<file path="src/rtl/maf_ram.sv">
// generic single-port-write, single-port-read ram with registered read data
module maf_ram #(
	parameter int WIDTH = 8,
	parameter int DEPTH = 16
) (
	input  logic                                   clk,
	input  logic                                   we,
	input  logic [(DEPTH > 1 ? $clog2(DEPTH) : 1)-1:0] waddr,
	input  logic [WIDTH-1:0]                       wdata,
	input  logic                                   re,
	input  logic [(DEPTH > 1 ? $clog2(DEPTH) : 1)-1:0] raddr,
	output logic [WIDTH-1:0]                       rdata
);

	logic [WIDTH-1:0] mem [DEPTH];

	// write port
	always_ff @(posedge clk) begin
		if (we) begin
			mem[waddr] <= wdata;
		end
	end

	// registered read port
	always_ff @(posedge clk) begin
		if (re) begin
			rdata <= mem[raddr];
		end
	end

endmodule

</file>
<file path="config.mk">
export PLATFORM = sky130hd
export DESIGN_NAME = maf_ram
export DESIGN_NICKNAME = d
export VERILOG_FILES = /design/src/rtl/maf_ram.sv
export SDC_FILE = /design/constraint.sdc
export NUM_CORES = 1
export LEC_CHECK = 0
export ABC_AREA = 1
export BUFFER_PORTS_ARGS = -buffer_cell sky130_fd_sc_hd__buf_2
export CORE_ASPECT_RATIO = 1.5
export CORE_UTILIZATION = 42
export DETAILED_ROUTE_END_ITERATION = 10
export GPL_ROUTABILITY_DRIVEN = 0
export PLACE_DENSITY = 0.57
export SLEW_MARGIN = 20
export SYNTH_ARGS = -nofsm -noshare
export SYNTH_HDL_FRONTEND = slang
export SYNTH_SLANG_ARGS = --single-unit
</file>
<file path="constraint.sdc">
create_clock -name clk -period 1.15 [get_ports clk]
set_input_delay 0.23 -clock clk [delete_from_list [all_inputs] [get_ports clk]]
set_output_delay 0.23 -clock clk [all_outputs]
set_load 0.01 [all_outputs]
</file>
# --- Word-level counts from Yosys, hierarchy flattened ---
# Memories as Yosys holds them, arrays and structs flattened. A register that Yosys moved wholly into a read port is not among the register bits.
# Cells that the tools add are included.
totals:
  ff_bits: 0
  mem_bits_rw: 128
  input_bits: 19
  output_inout_bits: 8
  wordCells: 3
  memories: 1
mem_list:
  columns: ["name", "depth", "width", "read_ports", "rd_ports_with_merged_regs", "wr", "line", "source"]
  rows:
  - ["mem", 16, 8, 1, 1, 1, "15", "logic [WIDTH-1:0] mem [DEPTH];"]
op_classes:
  n_mux: 2
op_table:
  columns: ["operator", "count"]
  rows:
  - ["two-way mux 1 bit", 2]

# --- Depth between registers and ports, before layout ---
# Gate-level depths: netlist (run 1).
logic_depth:
  depth_word: 2
  ltp_mapped: 8
  depth_no_buf: 7

# --- Worst setup path after synthesis (run 1) ---
# Ideal clock, no wire load.
synth_path:
  path_kind: "input to register"
  from: "input port waddr[3] (netlist bit)"
  to: "memory mem[4][0] (enable)"
  setup_time_ps: 370
  arrival_ps: 811
  required_time_ps: 780
  path_slack_ps: -31
  cell_stages: 2
  path_buffers: 0
  cell_sequence: "nand3b_1 -> nor2_1"
synth_rtl:
  columns: ["item", "line", "source"]
  rows:
  - ["start, declared", "8", "input logic [(DEPTH > 1 ? $clog2(DEPTH) : 1)-1:0] waddr,"]
  - ["end, declared", "15", null]
# Straight into the memory's write port.

# --- Worst setup path after layout (run 1) ---
layout_path:
  from: "register rdata[0] (read register of mem)"
  to: "output port rdata[0]"
layout_rtl:
  columns: ["item", "line", "source"]
  rows:
  - ["start, declared", "12", "output logic [WIDTH-1:0] rdata"]
# No word-level cell between the ends.

==> impl_metrics.toml, run 1 <==
[outcome]
status = "finished with violations"
violations = "DRC, setup timing"

[min_path]
holdCritPathClass = "in -> reg"

[route]
firstDrtPassIters = 8
vias = 3870
postRouteAntennaNets = 0
postRouteWirelength_um = 13200
wire_per_inst_um = 17.1
drt-vias-per-instance = 5.01
drtIter0Drc = 211
drc = 2

[timing]
post-route-period-util_pct = 104
fin_worst_skew_ns = 0.00827
min_period_ns = 1.20
max_freq_mhz = 834
slew_headroom_pct = 73.6
setup_ws_ns = -0.0494
rsz0062_at_grt = "yes"
slew_viol_final = 0
holdWs_ns = 0.193
hold_viol_final = 0
finalSetupViolations = 5
worst_slew_pin_slew_ns = 0.396

[logic_synthesis]
post-synth-top-area-cell = "edfxtp_1"
synth_edf_count = 136
yosysWarnings = 0
synth_async_sr_flop_share_pct = 0
netlist_area_sq_um = 5850
synthCells = 551
syn_nets = 570
ys.flop_type = "edfxtp_1"
seq_area_frac_synth_pct = 69.8
ys_top_cells_by_area = "edfxtp_1 (70%), nand2_1 (11%), nand3_1 (8.3%)"
ys_types = 11
netlist.area_leader.share_pct = 69.8
synthTopCellsByCount = "nand2_1 (173), edfxtp_1 (136), inv_1 (100), nand3_1 (97), nor2_1 (17)"
ys_ff_latch = 136
yosysMostFrequentCell = "nand2_1"
synth.avg_cell_area_sq_um = 10.6

[final_layout]
instances_no_fill = 773
num_antenna_cells = 0
area_delta_synth_final_pct = 21.0
nets = 619
drive_gt1_share_pct = 19.5

[worst_setup_path]
slowest_delay_ns = 0.41
cp_data_required_time_ns = 0.92
cpMaxStageDelayCell = "edfxtp_1"
crit_fanout = 1
crit_buf_inv = 1
cp_cell_sequence = "buf_6"
cpLargestDelayFamily = "flip-flops"
crit_type = "reg -> out"
cp-start-kind = "flop"
endpoint_kind = "output pin"
worstPathArrival_ns = 0.97

[placement]
dp_hpwl_um = 8650
placed_cells = 743
port_buffers = 26

[floorplan]
row_count = 52
core_sq_um = 13500
start_util_pct = 43.2
io_pins = 27
die-area_sq_um = 14400
dieWidth_um = 98.3
die_y_um = 147

[global_route]
grt_overflow = 0
grt_pass1_wl_um = 20700
grt_pass1_vias = 3822
grt.total_usage_pct = 20.0
grt_max_degree = 55
grt_antenna_before_repair = 0

[power]
cellLeakagePower_nw = 3.06
ir_drop_uv = 883
powerDensity_nw_per_um2 = 1660

[job]
cap_viol_max_count = 0

[clocking]
clock_latency_ns = 0.41
cts-root-buf = "clkbuf_16"
cts-hold-fix-buffers = 0
numCtsBuffers = 17
cts_buffer_depth = 2
cts.sinks = 136
cts_tree = "yes"
h-tree-depth = 4
clkSlewWorstSetupHoldPaths_ns = 0.06
-- cells by family (layout without fill, tap and decap cells) --
| logic type | Yosys count | count (layout) | synth area share (%) |
|---|---|---|---|
| DFF | 136 | 136 | 69.8 |
| and+or+nand+nor | 289 | 289 | 20.8 |
| buffers and inverters | 126 | 186 | 9.39 |
-- report_power, final --
part	total (mW)	internal, mW	leakage [nW]	switching [mW]
Combinational	0.787	0.261	1.54	0.527
Sequential	5.62	5.59	1.24	0.0297
Clock	5.35	3.37	0.286	1.98
Total	11.7	9.22	3.06	2.53
-- state kept, by name, summed over array words and instances (netlist names) --
signal	count
rdata	8
mem	128
-- through the flow --
step | utilization, % | total power [mW] | setup TNS (ns) | cell area, sq um | setup slack (ns)
floorplan | - | 6.12 | -1.97 | 5850 | -0.0308
global placement | 46.6 | 6.44 | -5.22 | 6310 | -0.271
detailed placement | 46.6 | 6.46 | -6.57 | 6310 | -0.299
CTS | 51.2 | 11.8 | -0.273 | 6920 | -0.0727
global route | 52.3 | 12.1 | -0.435 | 7070 | -0.0795
finish | 52.3 | 11.7 | -0.161 | 7070 | -0.0494
-- worst paths after layout --
check | startpoint | endpoint | slack [ns] | depth (start not counted)
worst max-delay path | rdata[0] | rdata[0] | -0.05 | 1
worst min register to register | mem[14][4] | rdata[4] | 0.74 | 6
worst min-delay path | re | rdata[2] | 0.19 | 1
worst max register to register | mem[15][1] | rdata[1] | 0.04 | 6
-- cells in the final DEF (no fill, tap or decap) --
master	netlist	layout
buf_2	13	25
nand3_2	0	32
nand2_1	173	172
buf_12	0	7
nand2_2	0	1
nor2_1	17	17
clkinv_4	0	3
clkinvlp_4	0	1
buf_4	4	21
inv_1	100	100
clkinv_1	0	1
bufinv_16	0	3
buf_6	6	1
inv_2	2	2
nand3_4	0	1
clkbuf_16	0	17
clkinv_2	0	4
nand3_1	97	64
edfxtp_1	136	136
nand3b_1	2	2
inv_6	0	1
-- layout make-up --
type	instances	area, sq um
inverter	102	383
fill	1215	6460
clock inverter	13	156
sequential	136	4080
clock buffer	17	425
multi-input combinational	289	1390
timing repair buffer	54	434
tap	162	203
-- per-layer routing --
layer | vias up | GRT usage (%) | part of all wire (%)
met3 | 35 | 3.83 | 4.2
met4 | 0 | 13.8 | 5.0
li1 | 1877 | - | -
met1 | 1850 | 22.8 | 40
met2 | 108 | 33.7 | 51
met5 | - | 0 | 0
-- what timing repair did --
item                                    CTS  global route
setup buffers                             0             0
endpoints found under the hold margin     0             0
pin swaps                                 0             8
endpoints found under the setup margin    9            15
gates resized for setup                   7            30
No activity file was read; power rests on OpenSTA's default activity.
==> run 2, diff against run 1 <==
- CELL_PAD_IN_SITES_DETAIL_PLACEMENT: default -> 2
- CELL_PAD_IN_SITES_GLOBAL_PLACEMENT: default -> 2
- CORE_UTILIZATION: 42 -> 37
- PLACE_DENSITY: 0.57 -> 0.85
==> run 2 against run 1 <==
Effect of this change: the run ends with setup timing left; non-clock buffer count grew 3; global-route usage grew 6.2 points; highest routed layer unchanged; sequential power is essentially flat; utilization shrank 4.5 points.
==> impl_metrics.toml, run 2 (synthesis gave the netlist of run 1 again) <==
[outcome]
status = "finished with violations"
violations = "setup timing"

[power]
cellLeakagePower_nw = 3.10
ir_drop_uv = 1110
powerDensity_nw_per_um2 = 1640

[final_layout]
area_delta_synth_final_pct = 24.9
drive_gt1_share_pct = 26.8
num_antenna_cells = 0
largest_reg_flops = 128
final_cell_mix = "nand2_1 (161), edfxtp_1 (136), inv_1 (88)"
largestRegisters = "mem (128), rdata (8)"
instances_no_fill = 814
nets = 622
largest_register = "mem"
layout_commonest_cell = "nand2_1"
final_util_pct = 47.8

[worst_setup_path]
crit_fanout = 1
endpoint_kind = "output pin"
worstPathArrival_ns = 1.00
r2r_setup_slack_ns = -0.04
crit_buf_inv = 1
cp_cell_sequence = "buf_6"
cpMaxStageDelayCell = "edfxtp_1"
crit_type = "reg -> out"
cpLargestDelayFamily = "flip-flops"
slowest_delay_ns = 0.43
cp-start-kind = "flop"
cp_data_required_time_ns = 0.92

[clocking]
post_cts_buffers = 0
clock_latency_ns = 0.43
cts.sinks = 136
cts_tree = "yes"
numCtsBuffers = 17
clkSlewWorstSetupHoldPaths_ns = 0.06
cts-root-buf = "clkbuf_16"
h-tree-depth = 4
cts_buffer_depth = 2

[timing]
max_freq_mhz = 811
fin_worst_skew_ns = 0.0109
holdWs_ns = 0.179
hold_viol_final = 0
min_period_ns = 1.23
setup_ws_ns = -0.0830
rsz0062_at_grt = "yes"
slew_viol_final = 0
slew_headroom_pct = 70.2
finalSetupTns_ns = -0.320
finalSetupViolations = 9
worst_slew_pin_slew_ns = 0.447
post-route-period-util_pct = 107

[min_path]
holdCritPathClass = "in -> reg"

[floorplan]
io_pins = 27
core_sq_um = 15300
die-area_sq_um = 16300
row_count = 55
dieWidth_um = 105
start_util_pct = 38.3
die_y_um = 156

[route]
vias = 4266
drtIter0Drc = 240
drt-vias-per-instance = 5.24
wl_met2_um = 10800
top_layer = "met4"
postRouteWirelength_um = 20000
firstDrtPassIters = 4
wl_met1_um = 7780
postRouteAntennaNets = 0
drc = 0
wire_per_inst_um = 24.6
wl_met3_um = 507

[placement]
dp_slack_ns = -0.429
placed_cells = 783
port_buffers = 26
dp_hpwl_um = 12000

[global_route]
grt_max_degree = 62
grt.total_usage_pct = 26.2
grt_antenna_before_repair = 0
grt_pass1_wl_um = 30100
grt_overflow = 0
grt_pass1_vias = 4820

[job]
cap_viol_max_count = 0
[run 2: what timing repair did]
action	4_1_cts	5_1_grt
hold buffers	0	0
resized for setup	40	42
pin swaps	9	25
setup endpoints to repair	16	16
[run 2: metal layers]
layer | global-route usage, % | vias to the layer above
li1 | - | 1886
met1 | 28.6 | 2223
met2 | 47.3 | 114
met3 | 4.39 | 43
met4 | 16.0 | 0
met5 | 0 | -
[run 2: layout make-up]
type	instances	area [sq um]
Tap cell	199	249
Fill cell	1559	7980
Multi-Input combinational cell	289	1530
Inverter	102	383
Clock inverter	14	151
Clock buffer	17	425
Sequential cell	136	4080
Timing Repair Buffer	57	475
[run 2: path summary, 6_finish.rpt]
path / start / end / cells after the start
max: rdata[6] / rdata[6] / 1
min: re / rdata[1] / 1
max reg2reg: mem[4][4] / rdata[4] / 6
min reg2reg: mem[11][7] / rdata[7] / 6
[run 2: metrics by stage]
stage	area (sq um)	power (mW)
3_3_place_gp	6390	6.47
5_1_grt	7300	12.3
2_1_floorplan	5850	6.12
6_report	7300	12.0
3_5_place_dp	6390	6.53
4_1_cts	7160	12.0
[run 2: worst reg2reg max path, delay by kind of cell (launching register included)]
kind,cells,cell delay [ns]
buffers and inverters,1,0.07
and+or+nand+nor,5,0.49
DFF,1,0.39
[run 2: power breakdown]
group	total, mW	leakage [nW]	switching [mW]	internal, mW
registers	5.62	1.24	0.0396	5.59
clock network	5.42	0.268	2.23	3.19
logic	0.951	1.60	0.659	0.293
