<file path="config.mk">
export PLATFORM = sky130hd
export DESIGN_NAME = maf_div
export DESIGN_NICKNAME = d
export VERILOG_FILES = /design/src/rtl/maf_pkg.sv /design/src/rtl/maf_div.sv
export SDC_FILE = /design/constraint.sdc
export NUM_CORES = 1
export LEC_CHECK = 0
export ABC_AREA = 1
export BUFFER_PORTS_ARGS = -buffer_cell sky130_fd_sc_hd__buf_2
export CAP_MARGIN = 40
export CORE_UTILIZATION = 59
export CTS_BUF_LIST = sky130_fd_sc_hd__clkbuf_4
export CTS_CLUSTER_DIAMETER = 200
export DETAILED_ROUTE_END_ITERATION = 10
export MAX_ROUTING_LAYER = met4
export PLACE_DENSITY = 0.81
export SLEW_MARGIN = 10
export SYNTH_ARGS = -nofsm -noshare
export SYNTH_HDL_FRONTEND = slang
export SYNTH_SLANG_ARGS = --single-unit
export TNS_END_PERCENT = 30
</file>
<file path="constraint.sdc">
create_clock -name clk -period 2.2 [get_ports clk]
set_clock_uncertainty 0.15 [all_clocks]
set_input_delay 0 -clock clk [delete_from_list [all_inputs] [get_ports clk]]
set_output_delay 0 -clock clk [all_outputs]
set_load 0.01 [all_outputs]
</file>
<file path="src/rtl/maf_pkg.sv">
// shared constants and types of the moving average filter
package maf_pkg;

	// sizing of the delay line and the sample format
	localparam int MAX_WINDOW  = 128;
	localparam int SAMPLE_BITS = 24;
	localparam int ADDR_W      = (MAX_WINDOW > 1) ? $clog2(MAX_WINDOW) : 1;
	localparam int COUNT_W     = $clog2(MAX_WINDOW + 1);
	localparam int SUM_W       = SAMPLE_BITS + ADDR_W;
	localparam int STEP_W      = $clog2(SUM_W);

	// configuration register file
	localparam int WL_W                        = 8;
	localparam logic [WL_W-1:0] WINDOW_RESET   = 8'd100;
	localparam int APB_ADDR_W                  = 3;
	localparam int APB_DATA_W                  = 32;
	localparam int REG_IDX_W                   = APB_ADDR_W - 2;
	localparam logic [REG_IDX_W-1:0] REG_WINDOW_LENGTH = 1'b0;

	// request to the sequential divider
	typedef struct packed {
		logic                    start;
		logic signed [SUM_W-1:0] dividend;
		logic [COUNT_W-1:0]      divisor;
	} div_req_t;

	// control states of the top level
	typedef enum logic [2:0] {
		ST_IDLE   = 3'b001,
		ST_UPDATE = 3'b010,
		ST_DIVIDE = 3'b100
	} maf_state_t;

endpackage

</file>
<file path="src/rtl/maf_div.sv">
// restoring radix-2 divider: signed running sum over unsigned sample count
module maf_div import maf_pkg::*; (
	input  logic                          clk,
	input  logic                          arst_n,
	input  div_req_t                      req,
	output logic                          busy,
	output logic signed [SAMPLE_BITS-1:0] quotient
);

	logic [SUM_W-1:0]   quot_q;
	logic [COUNT_W-1:0] rem_q;
	logic [COUNT_W-1:0] divisor_q;
	logic               neg_q;
	logic [STEP_W-1:0]  cnt_q;
	logic               busy_q;

	logic [SUM_W-1:0]   magnitude;
	logic [COUNT_W:0]   rem_shift;
	logic [COUNT_W:0]   rem_diff;
	logic               fits;
	logic [SUM_W-1:0]   signed_quot;

	// magnitude of the dividend
	assign magnitude = req.dividend[SUM_W-1] ? (~req.dividend + 1'b1) : req.dividend;

	// one quotient bit per cycle
	always_comb begin
		rem_shift = {rem_q, quot_q[SUM_W-1]};
		rem_diff  = rem_shift - {1'b0, divisor_q};
		fits      = (rem_shift >= {1'b0, divisor_q});
	end

	// iteration control
	always_ff @(posedge clk or negedge arst_n) begin
		if (!arst_n) begin
			busy_q <= 1'b0;
			cnt_q  <= '0;
		end else if (req.start) begin
			busy_q <= 1'b1;
			cnt_q  <= STEP_W'(SUM_W - 1);
		end else if (busy_q) begin
			cnt_q <= cnt_q - 1'b1;
			if (cnt_q == '0) begin
				busy_q <= 1'b0;
			end
		end
	end

	// datapath registers
	always_ff @(posedge clk) begin
		if (req.start) begin
			quot_q    <= magnitude;
			rem_q     <= '0;
			divisor_q <= req.divisor;
			neg_q     <= req.dividend[SUM_W-1];
		end else if (busy_q) begin
			quot_q <= {quot_q[SUM_W-2:0], fits};
			rem_q  <= fits ? rem_diff[COUNT_W-1:0] : rem_shift[COUNT_W-1:0];
		end
	end

	// restore the sign, truncation toward zero falls out of the magnitude division
	assign signed_quot = neg_q ? (~quot_q + 1'b1) : quot_q;
	assign quotient    = signed_quot[SAMPLE_BITS-1:0];
	assign busy        = busy_q;

endmodule
</file>
Word level (Yosys, flattened, before mapping)
Index checks and enable logic that the tools add are counted.
{"block": "totals", "out_inout_bits": 25, "mem_count": 0, "input_bits": 42, "register_bits": 54, "ramBits": 0, "word_cells": 25, "mem_bits_ro": 0, "latchBits": 0}
{"block": "op_classes", "div": 0, "magnitude_cmp": 1, "shift": 0, "mux": 10, "reduce_logical": 2, "n_addsub": 4, "multipliers": 0, "bitwise": 2, "n_eq_ne": 0}
{"op": "31-bit 2-to-1 mux", "n": 3}
{"op": "31-bit by 1-bit adder with 31-bit output, second input constant", "n": 1}
{"op": "31-bit inverter", "n": 1}
{"op": "24-bit by 1-bit adder with 24-bit output, second input constant", "n": 1}
{"op": "24-bit 2-to-1 mux", "n": 1}
{"op": "24-bit inverter", "n": 1}
{"op": "5-bit 2-to-1 mux", "n": 2}
{"op": "9-bit by 8-bit greater-or-equal comparator with 1-bit output", "n": 1}
{"op": "8-bit 2-to-1 mux", "n": 1}
{"op": "8-bit subtractor", "n": 1}
{"op": "5-bit zero test", "n": 1}
{"op": "5-bit by 1-bit subtractor with 5-bit output, second input constant", "n": 1}
{"op": "1-bit 2-to-1 mux", "n": 3}
{"op": "2-bit nonzero test", "n": 1}

Depth between registers and ports, before layout
{"block": "logic_depth", "word_depth": 4, "ltp_mapped": 11}

Worst setup path before layout
Ideal clock, no wire load.
{"block": "synth_timing", "path_type": "register to register", "from": "register busy_q (netlist: busy)", "to": "register quot_q[0], enable pin", "setup_time_ps": 390, "arrival_time_ps": 1284, "path_stages_with_launch": 3, "path_slack_ps": 376, "period_less_slack_ps": 1824, "required_time_ps": 1660, "cell_sequence": "dfrtp_1 nor2_1 inv_1"}
{"block": "synth_via", "elab_chain_len": 1}
{"element": "from (decl)", "line_no": "maf_div.sv:15", "rtl": "logic busy_q;"}
{"element": "from (signal assigned)", "line_no": "maf_div.sv:36", "rtl": "busy_q <= 1'b0;"}
{"element": "from (signal assigned)", "line_no": "maf_div.sv:39", "rtl": "busy_q <= 1'b1;"}
{"element": "from (signal assigned)", "line_no": "maf_div.sv:44", "rtl": "busy_q <= 1'b0;"}
{"element": "2-bit nonzero test (no line)"}
{"element": "to (signal assigned)", "line_no": "maf_div.sv:52", "rtl": "quot_q <= magnitude;"}
{"element": "to (signal assigned)", "line_no": "maf_div.sv:57", "rtl": "quot_q <= {quot_q[SUM_W-2:0], fits};"}
{"element": "to (decl)", "line_no": "maf_div.sv:10", "rtl": "logic [SUM_W-1:0] quot_q;"}
No other way between the ends.
A chain may end at the register's enable or synchronous reset.

Final worst setup path
{"block": "layout_timing", "from": "register quot_q[1]", "to": "output quotient[15]"}
{"block": "layout_via", "elab_chain_len": 3}
{"element": "24-bit inverter", "line_no": "maf_div.sv:63", "rtl": "assign signed_quot = neg_q ? (~quot_q + 1'b1) : quot_q;"}
{"element": "24-bit by 1-bit adder with 24-bit output", "line_no": "maf_div.sv:63"}
{"element": "24-bit 2-to-1 mux", "line_no": "maf_div.sv:63"}
{"element": "to (decl)", "line_no": "maf_div.sv:7", "rtl": "output logic signed [SAMPLE_BITS-1:0] quotient"}
No other way between the ends.

==> metrics.md <==
| Metric | Value |
|---|---|
| Tot Pwr | `0.00346 W` |
| Initial antenna violation count | `0` |
| CTS root buffer | `clkbuf_4` |
| FP Rows | `30` |
| Drt total wl | `11400 microns` |
| Clk slew on worst S/H paths | `0.16 ns` |
| Synth Instances | `604` |
| Crit-path cells | `buf_6 > nor3_4 > nand3_2 > nor3_4 > nand2_1 > nand2_1 > nand2_1 > nand2_1 > buf_2` |
| Share of power burned in registers | `40.3%` |
| Total CTS buffers | `5` |
| Io pins | `67` |
| GRT Overall Usage | `32.5%` |
| Count of input and output buffers | `66` |
| Ys Warns | `0` |
| CP arrival | `2.10 ns` |
| Worst vdd ir | `0.000457 V` |
| Synth-to-Final Area Change | `25.5%` |
| Bufs on Longest Clock Path | `2` |
| Synth Cell Area | `4210 sq um` |
| Vias | `4442` |
| Relative slew slack | `62.8%` |
| Min-delay worst type | `in2reg` |
| Hold_sp | `req[5]` |
| Outcome | `finished with violations` |
| Finish-stage setup viols | `4` |
| Flop and latch count out of synthesis | `54` |
| Largest net degree at the start of global routing | `34` |
| Worst R2R Start | `divisor_q[1]` |
| P_sw | `0.00131 W` |
| Clk_lat worst skew | `0.38 ns` |
| DRC | `0` |
| # fillers | `530` |
| Worst reg-to-reg setup slack | `0.18 ns` |
| ANT nets after route | `0` |
| Finished Layout Cells | `816` |
| Net count, final | `774` |
| Dpl ws | `0.229 ns` |
| Worst setup SP type | `flip-flop` |
| Die footprint | `7470 sq um` |
| Comb pwr share | `43.1%` |
| Crit Path Class | `reg2out` |
| Final hold viol count | `0` |
| Worst setup path start | `quot_q[1]` |
| Initial Util | `61.6%` |
| Cells after DPL | `757` |
| Violated checks | `negative setup slack` |
| Peak fanout along the critical path | `4` |
| CP bufs+invs | `2` |
| Fraction of layout instances using a drive strength above 1 | `17.1%` |
| CTS tree | `yes` |
| Worst Setup End Kind | `primary output` |
| Max Fclk | `445 MHz` |
| Internal power | `0.00215 W` |
| Critical Path RT | `2.05 ns` |
| Power per cell area | `655 nW/um^2` |
| Synthesized area per cell | `6.97 sq um` |
| RSZ-0062 raised after global routing | `yes` |
| Met2 wire len | `5740 microns` |
| Worst path slowest cell | `edfxtp_1` |
| Final min period | `2.25 ns` |
| Highest Signal Layer | `met4` |
| Final core utilization | `77.3%` |
| Unique masters post-synth | `36` |
| Core box area | `6830 sq um` |
| Sequential-to-total area share from yosys stat | `35.9%` |
| Clock share of power | `16.6%` |
| GP Congestion | `0.947` |
| Setup WS post-layout | `-0.0462 ns` |
| Antenna Cells | `0` |
| HPWL Detailed | `8110 microns` |
| Met1 WL | `4640 microns` |
| Maximum Capacitance Violations | `0` |
| Met3 WL post-DR | `711 microns` |
| Leak | `2.52 nW` |
| CTS H-tree lvls | `2` |
| Final cycle utilization of the critical path | `102%` |
| Slew @ Worst Pin | `0.556 ns` |
| Syn_nets | `659` |
| Crit path top cell by count | `nand2_1` |
| CP max stage delay | `0.47 ns` |
| Number of global-route vias before repair | `3937` |
| First-pass GRT wire length | `18400 microns` |
| Wire length per cell | `14.0 microns` |
| Routed vias/inst | `5.44` |
| Drt pass-1 iters | `5` |
| Detailed router's first-iteration violation count | `414` |
| Die Y | `86.5 microns` |
| Total congestion overflow | `0` |
| Die W | `86.5 microns` |
| Max-slew violations | `0` |
| Sw Share | `37.9%` |
| CTS sink count | `54` |
| Worst path top cell family by delay | `simple AND/OR/NAND/NOR gates` |
## cell usage after synthesis (all sizes together)
library cell	number	share of area, %
a21o	2	0.36
a21oi	11	1.3
a22oi	1	0.18
a31oi	3	0.45
buf	8	0.95
clkbuf	7	0.62
dfrtp	6	3.6
dfxtp	8	3.8
edfxtp	40	29
fa	1	0.48
ha	12	3.6
inv	69	6.2
nand2	182	17
nand3	69	8.6
nand3b	5	0.89
nand4	11	1.6
nor2	88	8.6
nor3	4	1.0
nor4	2	0.30
o211ai	1	0.18
o21ai	39	4.8
or2	2	0.30
xnor2	8	1.7
xor2	25	5.2
## placed cells by master (no fill, tap or decap), types with 2 or more instances in the layout
master | Yosys | routed
a21oi_1 | 11 | 11
buf_2 | 5 | 66
clkbuf_4 | 0 | 7
nor3_1 | 2 | 2
nand2_4 | 1 | 3
a31oi_1 | 3 | 3
nand4_1 | 11 | 11
o21ai_0 | 31 | 31
edfxtp_1 | 40 | 40
dfrtp_1 | 6 | 6
nor2_2 | 6 | 8
o21ai_2 | 2 | 2
nor2_4 | 2 | 3
a21o_1 | 2 | 2
buf_4 | 1 | 11
o21ai_1 | 6 | 6
nor3_4 | 2 | 2
dfxtp_1 | 8 | 8
xor2_1 | 25 | 25
buf_6 | 0 | 2
buf_12 | 0 | 2
xnor2_1 | 8 | 8
dlygate4sd3_1 | 0 | 42
nand3b_1 | 5 | 5
inv_1 | 67 | 65
nand2_2 | 8 | 6
nand3_2 | 3 | 3
nor2_1 | 80 | 77
inv_2 | 2 | 4
ha_1 | 12 | 11
nand3_1 | 66 | 66
nand2_1 | 173 | 173
## worst register-to-register path, stage by stage, from the launching register on
cell and delay [ns]:
edfxtp_1 0.45, inv_1 0.07, ha_1 0.33, nand2_1 0.07
o21ai_2 0.18, nand2_1 0.10, nand2_1 0.12, nand2_4 0.11
nand2_4 0.14, nand2_1 0.06, nand3_1 0.06, o21ai_0 0.08
## final cells by class
cell class	count	area, sq um	share of cell area (%)
sequential	54	1510	28.6
multi-input combinational	466	2410	45.7
tap	96	120	2.27
timing repair buffer	123	896	17.0
clock buffer	7	52.6	0.995
clock inverter	1	30.0	0.569
inverter	69	259	4.90
## power groups by stage
stage,clock (W),sequential (W),combinational (W)
finish,0.000575,0.00140,0.00149
detailed placement,0,0.00142,0.00130
CTS,0.000588,0.00138,0.00141
global route,0.000616,0.00141,0.00165
floorplan,0,0.00138,0.000967
global placement,0,0.00142,0.00128
## metrics by stage
stage	cell area [sq um]	TNS (ns)	hold slack [ns]
2_1_floorplan	4210	0	-0.446
3_3_place_gp	4660	0	-0.321
3_5_place_dp	4660	0	-0.321
4_1_cts	5210	0	0.151
5_1_grt	5280	-0.724	0.152
6_report	5280	-0.121	0.170
## registers in the layout (all words and copies together), names as in the netlist
name	cells
cnt_q	5
quot_q	31
divisor_q	8
busy	1
rem_q	8
neg_q	1
## cells by family (layout without fill, tap and decap cells)
| logic type | count (synthesis) | after routing | synth area share (%) |
|---|---|---|---|
| xor+xnor | 33 | 33 | 6.87 |
| buf+inv | 84 | 200 | 7.73 |
| fa+ha+maj | 13 | 13 | 4.04 |
| compound gates | 57 | 57 | 7.29 |
| simple gates | 363 | 363 | 38.2 |
| flops | 54 | 54 | 35.9 |
## worst paths after layout
kind / cells past startpoint / endpoint
min in group asynchronous: 3 / busy
max: 9 / quotient[15]
max reg2reg: 11 / rem_q[3]
min reg2reg: 2 / rem_q[6]
min: 2 / divisor_q[5]
max in group asynchronous: 3 / cnt_q[3]
## per-layer routing
layer	vias up	track usage, %
li1	2193	-
met1	2010	39.9
met2	205	55.6
met3	34	4.10
met4	0	10.8
met5	-	-
## what timing repair did
item                       in CTS  in global routing
gates cloned                    0                  0
gates resized for setup         3                 10
setup buffers                   4                  5
hold endpoints to repair       55                  0
hold buffers                   42                  0
pin swaps                       0                  5
setup endpoints to repair       7                 15
Note: power is estimated with default switching activity, not from simulation.
